<file path="config.mk">
export PLATFORM = sky130hd
export DESIGN_NAME = rtcp_compound_packet_parser
export DESIGN_NICKNAME = d
export VERILOG_FILES = /design/src/rtl/rcpp_pkg.sv /design/src/rtl/rcpp_in_reg.sv /design/src/rtl/rcpp_core.sv /design/src/rtl/rcpp_out_reg.sv /design/src/rtl/rtcp_compound_packet_parser.sv
export SDC_FILE = /design/constraint.sdc
export NUM_CORES = 1
export LEC_CHECK = 0
export BUFFER_PORTS_ARGS = -buffer_cell sky130_fd_sc_hd__buf_2
export CAP_MARGIN = 10
export CORE_MARGIN = 5
export CORE_UTILIZATION = 35
export DETAILED_ROUTE_END_ITERATION = 10
export SYNTH_ARGS = -nofsm -noshare
export SYNTH_HDL_FRONTEND = slang
export SYNTH_HIERARCHICAL = 1
export SYNTH_SLANG_ARGS = --single-unit
</file>
<file path="constraint.sdc">
create_clock -name clk -period 5.3 [get_ports clk]
set_input_delay 0.265 -clock clk [delete_from_list [all_inputs] [get_ports clk]]
set_output_delay 0.265 -clock clk [all_outputs]
set_load 0.02 [all_outputs]
</file>
<file path="src/rtl/rcpp_pkg.sv">
// Shared types and constants for the RTCP compound packet parser.
package rcpp_pkg;

  // Field widths.
  localparam int POS_W = 18;
  localparam int CNT_W = POS_W + 1;

  // RTCP sender report packet type.
  localparam logic [7:0] SR_TYPE = 8'd200;

  // Bytes needed before a report is complete: common header, and sender report.
  localparam logic [CNT_W-1:0] HDR_NEED = CNT_W'(8);
  localparam logic [CNT_W-1:0] SR_NEED  = CNT_W'(28);

  // Byte positions of the header and sender-report count fields within a sub-packet.
  localparam logic [POS_W-1:0] POS_TYPE     = POS_W'(1);
  localparam logic [POS_W-1:0] POS_LEN_HI   = POS_W'(2);
  localparam logic [POS_W-1:0] POS_LEN_LO   = POS_W'(3);
  localparam logic [POS_W-1:0] POS_SSRC_END = POS_W'(7);
  localparam logic [POS_W-1:0] POS_PKT_BEG  = POS_W'(20);
  localparam logic [POS_W-1:0] POS_PKT_END  = POS_W'(23);
  localparam logic [POS_W-1:0] POS_OCT_BEG  = POS_W'(24);
  localparam logic [POS_W-1:0] POS_OCT_END  = POS_W'(27);

  // One input byte.
  typedef struct packed {
    logic [7:0] byte_value;
    logic       end_of_datagram;
  } rcpp_item_t;

  // One sub-packet report.
  typedef struct packed {
    logic [31:0]      source_id;
    logic [1:0]       proto_version;
    logic             padding_bit;
    logic [4:0]       report_count;
    logic [7:0]       packet_type;
    logic [POS_W-1:0] payload_bytes;
    logic             is_sender_report;
    logic [31:0]      sent_packet_count;
    logic [31:0]      sent_octet_count;
    logic             short_packet;
  } rcpp_report_t;

endpackage

</file>
<file path="src/rtl/rcpp_in_reg.sv">
// Input register stage for incoming datagram bytes.
module rcpp_in_reg
  import rcpp_pkg::*;
(
  input  logic       clk,
  input  logic       rst_n,
  input  logic       in_valid,
  output logic       in_ready,
  input  rcpp_item_t in_item,
  output logic       item_valid,
  output rcpp_item_t item,
  input  logic       item_take
);

  logic       valid_r;
  logic       valid_nxt;
  rcpp_item_t item_r;

  // The stage can load when empty or when its byte is consumed this cycle.
  assign in_ready  = !valid_r || item_take;
  assign valid_nxt = in_ready ? in_valid : valid_r;

  always_ff @(posedge clk) begin
    if (!rst_n) begin
      valid_r <= 1'b0;
    end else begin
      valid_r <= valid_nxt;
    end
  end

  // Payload loads only on a transfer.
  always_ff @(posedge clk) begin
    if (in_valid && in_ready) begin
      item_r <= in_item;
    end
  end

  assign item_valid = valid_r;
  assign item       = item_r;

endmodule

</file>
<file path="src/rtl/rcpp_core.sv">
// Sub-packet tracking, field capture and report formation.
module rcpp_core
  import rcpp_pkg::*;
(
  input  logic         clk,
  input  logic         rst_n,
  input  logic         item_valid,
  input  rcpp_item_t   item,
  output logic         item_take,
  output logic         res_valid,
  output rcpp_report_t res,
  input  logic         res_ready
);

  logic [POS_W-1:0] byte_position_r, byte_position_nxt;
  logic [15:0]      length_word_r, length_word_nxt;
  logic [7:0]       first_header_byte_r, first_header_byte_nxt;
  logic [7:0]       type_byte_r, type_byte_nxt;
  logic [31:0]      ssrc_r, ssrc_nxt;
  logic [31:0]      pkt_count_r, pkt_count_nxt;
  logic [31:0]      oct_count_r, oct_count_nxt;

  logic [POS_W-1:0] pos;
  logic [7:0]       b;
  logic [POS_W-1:0] span_last;
  logic [CNT_W-1:0] received;
  logic             closing;
  logic             is_sr;
  logic             sr_full;
  logic [CNT_W-1:0] needed;

  assign pos = byte_position_r;
  assign b   = item.byte_value;

  // Capture the current byte into the field its position selects.
  always_comb begin
    first_header_byte_nxt = first_header_byte_r;
    type_byte_nxt         = type_byte_r;
    length_word_nxt       = length_word_r;
    ssrc_nxt              = ssrc_r;
    pkt_count_nxt         = pkt_count_r;
    oct_count_nxt         = oct_count_r;
    priority if (pos == '0) begin
      first_header_byte_nxt = b;
      type_byte_nxt         = '0;
      length_word_nxt       = '0;
      ssrc_nxt              = '0;
      pkt_count_nxt         = '0;
      oct_count_nxt         = '0;
    end else if (pos == POS_TYPE) begin
      type_byte_nxt = b;
    end else if (pos == POS_LEN_HI) begin
      length_word_nxt = {b, 8'd0};
    end else if (pos == POS_LEN_LO) begin
      length_word_nxt = {length_word_r[15:8], b};
    end else if (pos <= POS_SSRC_END) begin
      ssrc_nxt = {ssrc_r[23:0], b};
    end else if (type_byte_r == SR_TYPE && pos >= POS_PKT_BEG && pos <= POS_PKT_END) begin
      pkt_count_nxt = {pkt_count_r[23:0], b};
    end else if (type_byte_r == SR_TYPE && pos >= POS_OCT_BEG && pos <= POS_OCT_END) begin
      oct_count_nxt = {oct_count_r[23:0], b};
    end
  end

  // A sub-packet closes at the end of its span or at the end of the datagram.
  assign span_last = {length_word_nxt, 2'b11};
  assign closing   = item.end_of_datagram || (pos >= POS_LEN_LO && pos == span_last);

  // Bytes that close a sub-packet wait for room in the result register.
  assign item_take = item_valid && (res_ready || !closing);
  assign res_valid = item_take && closing;

  assign byte_position_nxt = closing ? '0 : POS_W'({1'b0, pos} + CNT_W'(1));

  always_ff @(posedge clk) begin
    if (!rst_n) begin
      byte_position_r     <= '0;
      length_word_r       <= '0;
      first_header_byte_r <= '0;
      type_byte_r         <= '0;
      ssrc_r              <= '0;
      pkt_count_r         <= '0;
      oct_count_r         <= '0;
    end else if (item_take) begin
      byte_position_r     <= byte_position_nxt;
      length_word_r       <= length_word_nxt;
      first_header_byte_r <= first_header_byte_nxt;
      type_byte_r         <= type_byte_nxt;
      ssrc_r              <= ssrc_nxt;
      pkt_count_r         <= pkt_count_nxt;
      oct_count_r         <= oct_count_nxt;
    end
  end

  // Report fields; those not yet received read as zero.
  assign received = {1'b0, pos} + CNT_W'(1);
  assign is_sr    = (pos != '0) && (type_byte_nxt == SR_TYPE);
  assign sr_full  = is_sr && (received >= SR_NEED);
  assign needed   = is_sr ? SR_NEED : HDR_NEED;

  always_comb begin
    res.source_id         = (received >= HDR_NEED) ? ssrc_nxt : '0;
    res.proto_version     = first_header_byte_nxt[7:6];
    res.padding_bit       = first_header_byte_nxt[5];
    res.report_count      = first_header_byte_nxt[4:0];
    res.packet_type       = (pos != '0) ? type_byte_nxt : '0;
    res.payload_bytes     = (pos >= POS_LEN_LO) ? {length_word_nxt, 2'b00} : '0;
    res.is_sender_report  = is_sr;
    res.sent_packet_count = sr_full ? pkt_count_nxt : '0;
    res.sent_octet_count  = sr_full ? oct_count_nxt : '0;
    res.short_packet      = received < needed;
  end

endmodule

</file>
<file path="src/rtl/rcpp_out_reg.sv">
// Result register stage holding one finished report.
module rcpp_out_reg
  import rcpp_pkg::*;
(
  input  logic         clk,
  input  logic         rst_n,
  input  logic         res_valid,
  output logic         res_ready,
  input  rcpp_report_t res,
  output logic         out_valid,
  input  logic         out_stall,
  output rcpp_report_t out_report
);

  logic         valid_r;
  logic         valid_nxt;
  rcpp_report_t report_r;

  // Room exists when empty or when the held report transfers this cycle.
  assign res_ready = !valid_r || !out_stall;
  assign valid_nxt = res_ready ? res_valid : valid_r;

  always_ff @(posedge clk) begin
    if (!rst_n) begin
      valid_r <= 1'b0;
    end else begin
      valid_r <= valid_nxt;
    end
  end

  always_ff @(posedge clk) begin
    if (res_valid && res_ready) begin
      report_r <= res;
    end
  end

  assign out_valid  = valid_r;
  assign out_report = report_r;

endmodule

</file>
<file path="src/rtl/rtcp_compound_packet_parser.sv">
// Top level of the RTCP compound packet parser.
//
//   Channel  Direction  Handshake           Payload
//   in_      input      in_valid/in_stall   byte_value, end_of_datagram
//   out_     output     out_valid/out_stall one report per sub-packet
//
// One byte is taken per cycle while in_stall is low; the byte that closes a
// sub-packet passes the input register, then the result register, to its report.
// Reset is synchronous and active low; it clears the valid bits and the
// sub-packet position, so the first byte after reset starts a new header.
// While out_stall holds a report, bytes that do not close a sub-packet keep
// flowing; a closing byte waits in the input register for room.
module rtcp_compound_packet_parser
  import rcpp_pkg::*;
(
  input  logic             clk,
  input  logic             rst_n,
  input  logic             in_valid,
  output logic             in_stall,
  input  logic [7:0]       in_byte_value,
  input  logic             in_end_of_datagram,
  output logic             out_valid,
  input  logic             out_stall,
  output logic [31:0]      out_source_id,
  output logic [1:0]       out_proto_version,
  output logic             out_padding_bit,
  output logic [4:0]       out_report_count,
  output logic [7:0]       out_packet_type,
  output logic [POS_W-1:0] out_payload_bytes,
  output logic             out_is_sender_report,
  output logic [31:0]      out_sent_packet_count,
  output logic [31:0]      out_sent_octet_count,
  output logic             out_short_packet
);

  logic         in_ready;
  rcpp_item_t   in_item;
  logic         item_valid;
  rcpp_item_t   item;
  logic         item_take;
  logic         res_valid;
  logic         res_ready;
  rcpp_report_t res;
  rcpp_report_t out_report;

  assign in_item.byte_value      = in_byte_value;
  assign in_item.end_of_datagram = in_end_of_datagram;
  assign in_stall                = !in_ready;

  rcpp_in_reg u_in_reg (
    .clk        (clk),
    .rst_n      (rst_n),
    .in_valid   (in_valid),
    .in_ready   (in_ready),
    .in_item    (in_item),
    .item_valid (item_valid),
    .item       (item),
    .item_take  (item_take)
  );

  rcpp_core u_core (
    .clk        (clk),
    .rst_n      (rst_n),
    .item_valid (item_valid),
    .item       (item),
    .item_take  (item_take),
    .res_valid  (res_valid),
    .res        (res),
    .res_ready  (res_ready)
  );

  rcpp_out_reg u_out_reg (
    .clk        (clk),
    .rst_n      (rst_n),
    .res_valid  (res_valid),
    .res_ready  (res_ready),
    .res        (res),
    .out_valid  (out_valid),
    .out_stall  (out_stall),
    .out_report (out_report)
  );

  // Unpack the held report onto the result ports.
  assign out_source_id         = out_report.source_id;
  assign out_proto_version     = out_report.proto_version;
  assign out_padding_bit       = out_report.padding_bit;
  assign out_report_count      = out_report.report_count;
  assign out_packet_type       = out_report.packet_type;
  assign out_payload_bytes     = out_report.payload_bytes;
  assign out_is_sender_report  = out_report.is_sender_report;
  assign out_sent_packet_count = out_report.sent_packet_count;
  assign out_sent_octet_count  = out_report.sent_octet_count;
  assign out_short_packet      = out_report.short_packet;

endmodule
</file>
# --- Word level (Yosys, flattened, before mapping) ---
# Cells that the tools add are included.
op_classes:
  order_cmp: 9
  n_eq_ne: 6
  n_mux: 27
  add_sub_neg: 1
  n_reduce_logical: 22
ops:
  columns: ["operator", "n"]
  rows:
  - ["two-way mux 32 bit", 18]
  - ["two-way mux 16 bit", 3]
  - ["equality test 18 x 2 -> 1 bit, second input constant", 2]
  - [">= comparator 18 x 5 -> 1 bit, second input constant", 2]
  - ["<= comparator 18 x 5 -> 1 bit, second input constant", 2]
  - ["two-way mux 8 bit", 4]
  - ["adder 18 x 1 -> 19 bit, second input constant", 1]
  - [">= comparator 19 x 4 -> 1 bit, second input constant", 1]
  - [">= comparator 19 x 5 -> 1 bit, second input constant", 1]
  - ["< comparator 19 bit", 1]
  - ["equality test 18 x 1 -> 1 bit, second input constant", 1]
  - ["equality test 18 bit", 1]
  - [">= comparator 18 x 2 -> 1 bit, second input constant", 1]
  - ["<= comparator 18 x 3 -> 1 bit, second input constant", 1]
  - ["zero test 18 bit", 1]
  - ["two-way mux 18 bit", 1]
  - ["nonzero test 18 bit", 1]
  - ["equality test 8 bit, second input constant", 2]
  - ["logical AND 1 bit", 11]
  - ["zero test 1 bit", 5]
  - ["two-way mux 5 bit", 1]
  - ["logical OR 1 bit", 4]
totals:
  in_bits: 13
  reg_bits: 289
  out_inout_bits: 134
  elab_cells: 87

# --- Depth between registers and ports, before layout ---
depth:
  word_depth: 13
  mapped_depth: 15
  depth_no_buf: 13

# --- Hierarchy ---
# Netlist, hierarchy kept.
modules_own_cells:
  columns: ["mod", "seq_area_each_um2", "area_each_um2", "cells_per_inst", "instances"]
  rows:
  - ["rcpp_core", 2922.8, 8159.1, 1114, 1]
  - ["rcpp_out_reg", 3983.8, 4005.1, 137, 1]
  - ["rcpp_in_reg", 290.3, 327.8, 14, 1]
  - ["rtcp_compound_packet_parser", 0.0, 3.8, 1, 1]

# --- Worst setup path after synthesis ---
# OpenSTA, ideal clock, no wires.
synth_path:
  path_type: "reg-to-reg"
  start: "register u_core.byte_position_r[2]"
  end: "register u_out_reg.report_r, in the netlist u_out_reg/out_report[0] (enable)"
  stages_incl_launch_ff: 12
  arrival_time_ns: 5.253
  path_buffers: 2
  period_less_slack_ns: 5.760
  required_ns: 4.794
  setup_slack_ns: -0.460
  setup_ns: 0.506
  cell_sequence: "dfxtp_1 > clkbuf_1 > nor3_1 > nand4_1 > buf_2 > or4_1 > o21ai_1 > o221ai_1 > o21ai_1 > a31oi_1 > nor2_1 > and2_1"
synth_between:
  elab_chain_len: 13
  elab_cells_between_ends: 17
  classes_between: "order compare (1); eq/ne (4); mux (4); reduce/logical (8)"
synth_rtl:
  columns: ["item", "line_no", "source"]
  rows:
  - ["from (decl)", "rcpp_core.sv:15", "logic [POS_W-1:0] byte_position_r, byte_position_nxt;"]
  - ["from (signal assigned)", "rcpp_core.sv:85", "byte_position_r <= byte_position_nxt;"]
  - ["equality test 18 x 2 -> 1 bit", "rcpp_core.sv:54", "end else if (pos == POS_LEN_LO) begin"]
  - ["two-way mux 8 bit", "rcpp_core.sv:54", null]
  - ["two-way mux 16 bit", "rcpp_core.sv:52", "end else if (pos == POS_LEN_HI) begin"]
  - ["two-way mux 16 bit", "rcpp_core.sv:50", "end else if (pos == POS_TYPE) begin"]
  - ["two-way mux 16 bit", "rcpp_core.sv:43", "priority if (pos == '0) begin"]
  - ["equality test 18 bit", "rcpp_core.sv:67", "assign closing = item.end_of_datagram || (pos >= POS_LEN_LO && pos == span_last);"]
  - ["logical AND 1 bit (*)", "rcpp_core.sv:67", null]
  - ["logical OR 1 bit (*)", "rcpp_core.sv:67", null]
  - ["zero test 1 bit", "rcpp_core.sv:70", "assign item_take = item_valid && (res_ready || !closing);"]
  - ["logical OR 1 bit", "rcpp_core.sv:70", null]
  - ["logical AND 1 bit", "rcpp_core.sv:70", null]
  - ["logical AND 1 bit (*)", "rcpp_core.sv:71", "assign res_valid = item_take && closing;"]
  - ["net res_valid", "rtcp_compound_packet_parser.sv:41", "logic res_valid;"]
  - ["logical AND 1 bit (*)", "rcpp_out_reg.sv:32", "if (res_valid && res_ready) begin"]
  - ["to (signal assigned)", "rcpp_out_reg.sv:33", "report_r <= res;"]
  - ["to (decl)", "rcpp_out_reg.sv:17", "rcpp_report_t report_r;"]
# Mark *: on every way through the listed nets, which the timed path passes. The rest lies on a longest branch.
# A chain may end at the register's enable or synchronous reset.

# --- Worst setup path in the final report ---
layout_path:
  start: "register u_core.byte_position_r[3]"
  end: "output in_stall"
layout_between:
  elab_chain_len: 13
  elab_cells_between_ends: 17
  classes_between: "order compare (1); eq/ne (4); mux (4); reduce/logical (8)"
layout_rtl:
  columns: ["item", "line_no", "source"]
  rows:
  - ["equality test 18 x 2 -> 1 bit", "rcpp_core.sv:54", null]
  - ["two-way mux 8 bit", "rcpp_core.sv:54", null]
  - ["two-way mux 16 bit", "rcpp_core.sv:52", null]
  - ["two-way mux 16 bit", "rcpp_core.sv:50", null]
  - ["two-way mux 16 bit", "rcpp_core.sv:43", null]
  - ["equality test 18 bit", "rcpp_core.sv:67", null]
  - ["logical AND 1 bit (*)", "rcpp_core.sv:67", null]
  - ["logical OR 1 bit (*)", "rcpp_core.sv:67", null]
  - ["zero test 1 bit (*)", "rcpp_core.sv:70", null]
  - ["logical OR 1 bit (*)", "rcpp_core.sv:70", null]
  - ["logical AND 1 bit (*)", "rcpp_core.sv:70", null]
  - ["net item_take", "rtcp_compound_packet_parser.sv:40", "logic item_take;"]
  - ["logical OR 1 bit (*)", "rcpp_in_reg.sv:20", "assign in_ready = !valid_r || item_take;"]
  - ["net in_ready", "rtcp_compound_packet_parser.sv:36", "logic in_ready;"]
  - ["zero test 1 bit (*)", "rtcp_compound_packet_parser.sv:48", "assign in_stall = !in_ready;"]
  - ["to (decl)", "rtcp_compound_packet_parser.sv:19", "output logic in_stall,"]
# Marks and branches as above.

==> impl_metrics.env <==
export IMPL_worstMarginPinSlew_ps=1110
export IMPL_holdPathStages=3
export IMPL_yosysMostFrequentCell="nand2_1"
export IMPL_r2r_cells=10
export IMPL_finalPower_w=0.00479
export IMPL_synth_top_area_share_pct=33.9
export IMPL_port_buffers=146
export IMPL_cts_resized=0
export IMPL_grt_pass1_vias=9514
export IMPL_maxCapViolCount=0
export IMPL_yosysSeqAreaShare_pct=57.6
export IMPL_synth_edf_count=141
export IMPL_ys_ff_latch=289
export IMPL_synthArstFlopShare_pct=0
export IMPL_via_per_inst=5.41
export IMPL_dieArea_um2=39600
export IMPL_area_growth_pct=17.6
export IMPL_max_slew_margin_pct=25.7
export IMPL_leakage_nw=4.77
export IMPL_grt_pass1_wl_um=55500
export IMPL_synthCells=1266
export IMPL_clock_power_share_pct=42.4
export IMPL_initial_utilization_pct=35.3
export IMPL_period_needed_ps=4790
export IMPL_synth_xor_area_share_pct=0.911
export IMPL_grt_overflow=0
export IMPL_arrival_ps=4530
export IMPL_gp_congestion=0.912
export IMPL_drt_iter0_markers=885
export IMPL_post_synth_top_area_cell="edfxtp_1"
export IMPL_grt_max_degree=72
export IMPL_netlist_top_cells_area="edfxtp_1 (34%), dfxtp_1 (24%), nand2_1 (8.8%)"
export IMPL_ys_types=77
export IMPL_critical_path_endpoint="in_stall"
export IMPL_cts_path_max_buffers=3
export IMPL_hp_class="primary input to flop"
export IMPL_crit_path_end_kind="output port"
export IMPL_place_hpwl_um=24000
export IMPL_fillers=3456
export IMPL_final_nets=1392
export IMPL_critPathKind="flop to output port"
export IMPL_postLayoutCoreUtil_pct=41.5
export IMPL_crit_start="u_core/byte_position_r[3]$_SDFFE_PN0P_"
export IMPL_insertion_delay_ps=550
export IMPL_firstDrtPassIters=5
export IMPL_hold_viol_final=0
export IMPL_clk_pin_slew_ps=60
export IMPL_layout_drive_gt1_share_pct=18.7
export IMPL_fmax_mhz=209
export IMPL_ant_nets=0
export IMPL_synth_top_family_by_area="compound AO/OA/AOI/OAI gates"
export IMPL_finalSetupViolations=0
export IMPL_status="finished clean"
export IMPL_post_drt_wl_per_cell_um=19.3
export IMPL_swShare_pct=24.1
export IMPL_routed_wl_um=35900
export IMPL_fp_dieW_um=199
export IMPL_yosysWarnings=6
export IMPL_vias=10048
export IMPL_pwr_share_comb_pct=6.9
export IMPL_r2r_end="u_out_reg/out_report[80]$_DFFE_PP_"
export IMPL_synth_commonest_cells="nand2_1 (293), dfxtp_1 (148), a21oi_1 (141), edfxtp_1 (141), clkbuf_1 (76)"
export IMPL_postSynthAreaPerCell_um2=9.87
export IMPL_slew_viol_final=0
export IMPL_required_ps=5040
export IMPL_post_cts_buffers=0
export IMPL_cellPowerDensity_nw_per_um2=326
export IMPL_rsz0062_at_grt="false"
export IMPL_synth_compound_area_share_pct=19.7
export IMPL_cp_start_kind="flop"
export IMPL_path_max_fanout=11
export IMPL_ir_drop_mv=0.230
export IMPL_yosys_area_share_adder_pct=0.501
export IMPL_timing_setup_tns_ps=0
export IMPL_muxShareOfSynthArea_pct=0.240
export IMPL_worstReg2RegStart="u_core/byte_position_r[3]$_SDFFE_PN0P_"
export IMPL_reg2reg_slack_ps=1040
export IMPL_cts_root_buf="clkbuf_16"
export IMPL_drc=0
export IMPL_power_frac_seq_pct=50.7
export IMPL_power_switching_w=0.00115
export IMPL_track_usage_pct=17.5
export IMPL_die_y_um=199
export IMPL_htree_levels=1
export IMPL_io_pins=147
export IMPL_p_int_w=0.00364
export IMPL_coreArea_um2=35400
export IMPL_diodes=0
export IMPL_cts_buffers=30
export IMPL_netlist_area_um2=12500
export IMPL_cts_tree="done"
export IMPL_yosys_area_share_simple_pct=16.2
export IMPL_cts_num_sinks=289
export IMPL_period_share_pct=90.4
export IMPL_antenna_found_initial=0
export IMPL_synthFlopType="dfxtp_1"
export IMPL_rows=69
export IMPL_fin_skew_ps=10.7
==> metal layers <==
metal | part of all wire (%) | vias to the layer above | track usage, %
met5 | 0 | - | 0
met4 | 2.8 | 0 | 5.27
met3 | 6.0 | 61 | 2.52
met2 | 47 | 332 | 28.4
met1 | 44 | 4868 | 24.5
li1 | - | 4787 | -
==> worst max-delay path: stages (launching register included) <==
cell and delay [ps]:
dfxtp_1 430, nor3_1 420, and4_1 510, and3_1 540
nor2_1 150, a21boi_0 170, or3_1 490, o31a_1 490
nor2_2 230, inv_1 150, nand2b_4 190, inv_1 60
buf_2 150
==> layout make-up <==
class | count | area, um2 | share of cell area (%)
Sequential cell | 289 | 7200 | 49.0
Multi-Input combinational cell | 844 | 4800 | 32.6
Timing Repair Buffer | 188 | 1080 | 7.37
Clock buffer | 41 | 832 | 5.66
Tap cell | 461 | 577 | 3.92
Clock inverter | 15 | 134 | 0.911
Inverter | 21 | 78.8 | 0.536
==> worst min path at each step <==
stage | end | from | slack [ps]
6_report | u_out_reg/out_valid$_SDFFE_PN0P_ | out_stall | 10
5_1_grt | u_out_reg/out_valid$_SDFFE_PN0P_ | out_stall | 20
4_1_cts | u_out_reg/out_valid$_SDFFE_PN0P_ | out_stall | 2
3_5_place_dp | u_core/pkt_count_r[29]$_SDFFE_PN0P_ | u_core/pkt_count_r[29]$_SDFFE_PN0P_ | 440
3_3_place_gp | u_core/pkt_count_r[28]$_SDFFE_PN0P_ | u_core/pkt_count_r[28]$_SDFFE_PN0P_ | 440
2_1_floorplan | u_in_reg/item[0]$_DFFE_PP_ | in_end_of_datagram | 360
==> per-stage QoR <==
stage / cell area [um2] / instances / setup WS, ps / hold slack (ps)
finish: 14700 / 1859 / 506 / 13.4
CTS: 14700 / 1859 / 489 / 1.64
floorplan: 12500 / 1267 / 995 / 364
global route: 14700 / 1859 / 205 / 22.7
detailed placement: 13600 / 1793 / 1100 / 442
global placement: 13600 / 1793 / 1160 / 436
==> logic make-up (layout without fill, tap and decap cells) <==
kind of cell / Yosys count / after routing
xor gates and xnor gates: 13 / 13
buffers and inverters: 134 / 265
adders and majority gates: 5 / 5
and+or+nand+nor: 458 / 458
muxes: 3 / 3
other: 1 / 2
AOI/OAI and AO/OA: 363 / 363
DFF: 289 / 289
==> power by group through the flow <==
stage	sequential (W)	combinational, W	clock, W
2_1_floorplan	0.00253	0.000148	0
3_3_place_gp	0.00248	0.000326	0
3_5_place_dp	0.00248	0.000326	0
4_1_cts	0.00243	0.000333	0.00208
5_1_grt	0.00243	0.000354	0.00217
6_report	0.00243	0.000332	0.00203
==> repair_timing <==
action / in CTS / in global routing
endpoints found under the setup margin: 0 / 0
hold buffers: 10 / 0
endpoints found under the hold margin: 10 / 0
==> cells in the final DEF, fill, tap and decap left out, drive strengths merged, types with 6 or more instances in the layout <==
cell and instances:
nand2b 8, buf 178, nand4 8, nor3 41
nor4 8, a21oi 141, clkbuf 41, edfxtp 141
dfxtp 148, inv 23, o2bb2ai 36, or4 6
o2111ai 8, a21o 6, a22o 50, nor2b 7
dlygate4sd3 10, clkinv 11, nand3 22, nand2 293
and3 9, o22ai 19, o211ai 11, o21ai 46
xnor2 9, nor2 42
==> flip-flops by register name, indices dropped and copies added (netlist names) <==
signal	cells
u_core/oct_count_r	32
u_core/length_word_r	16
u_in_reg/item	9
u_core/type_byte_r	8
u_out_reg/out_valid	1
u_core/pkt_count_r	32
u_core/first_header_byte_r	8
u_out_reg/out_report	132
u_core/byte_position_r	18
u_in_reg/item_valid	1
u_core/ssrc_r	32
Note: power is estimated with default switching activity, not from simulation.
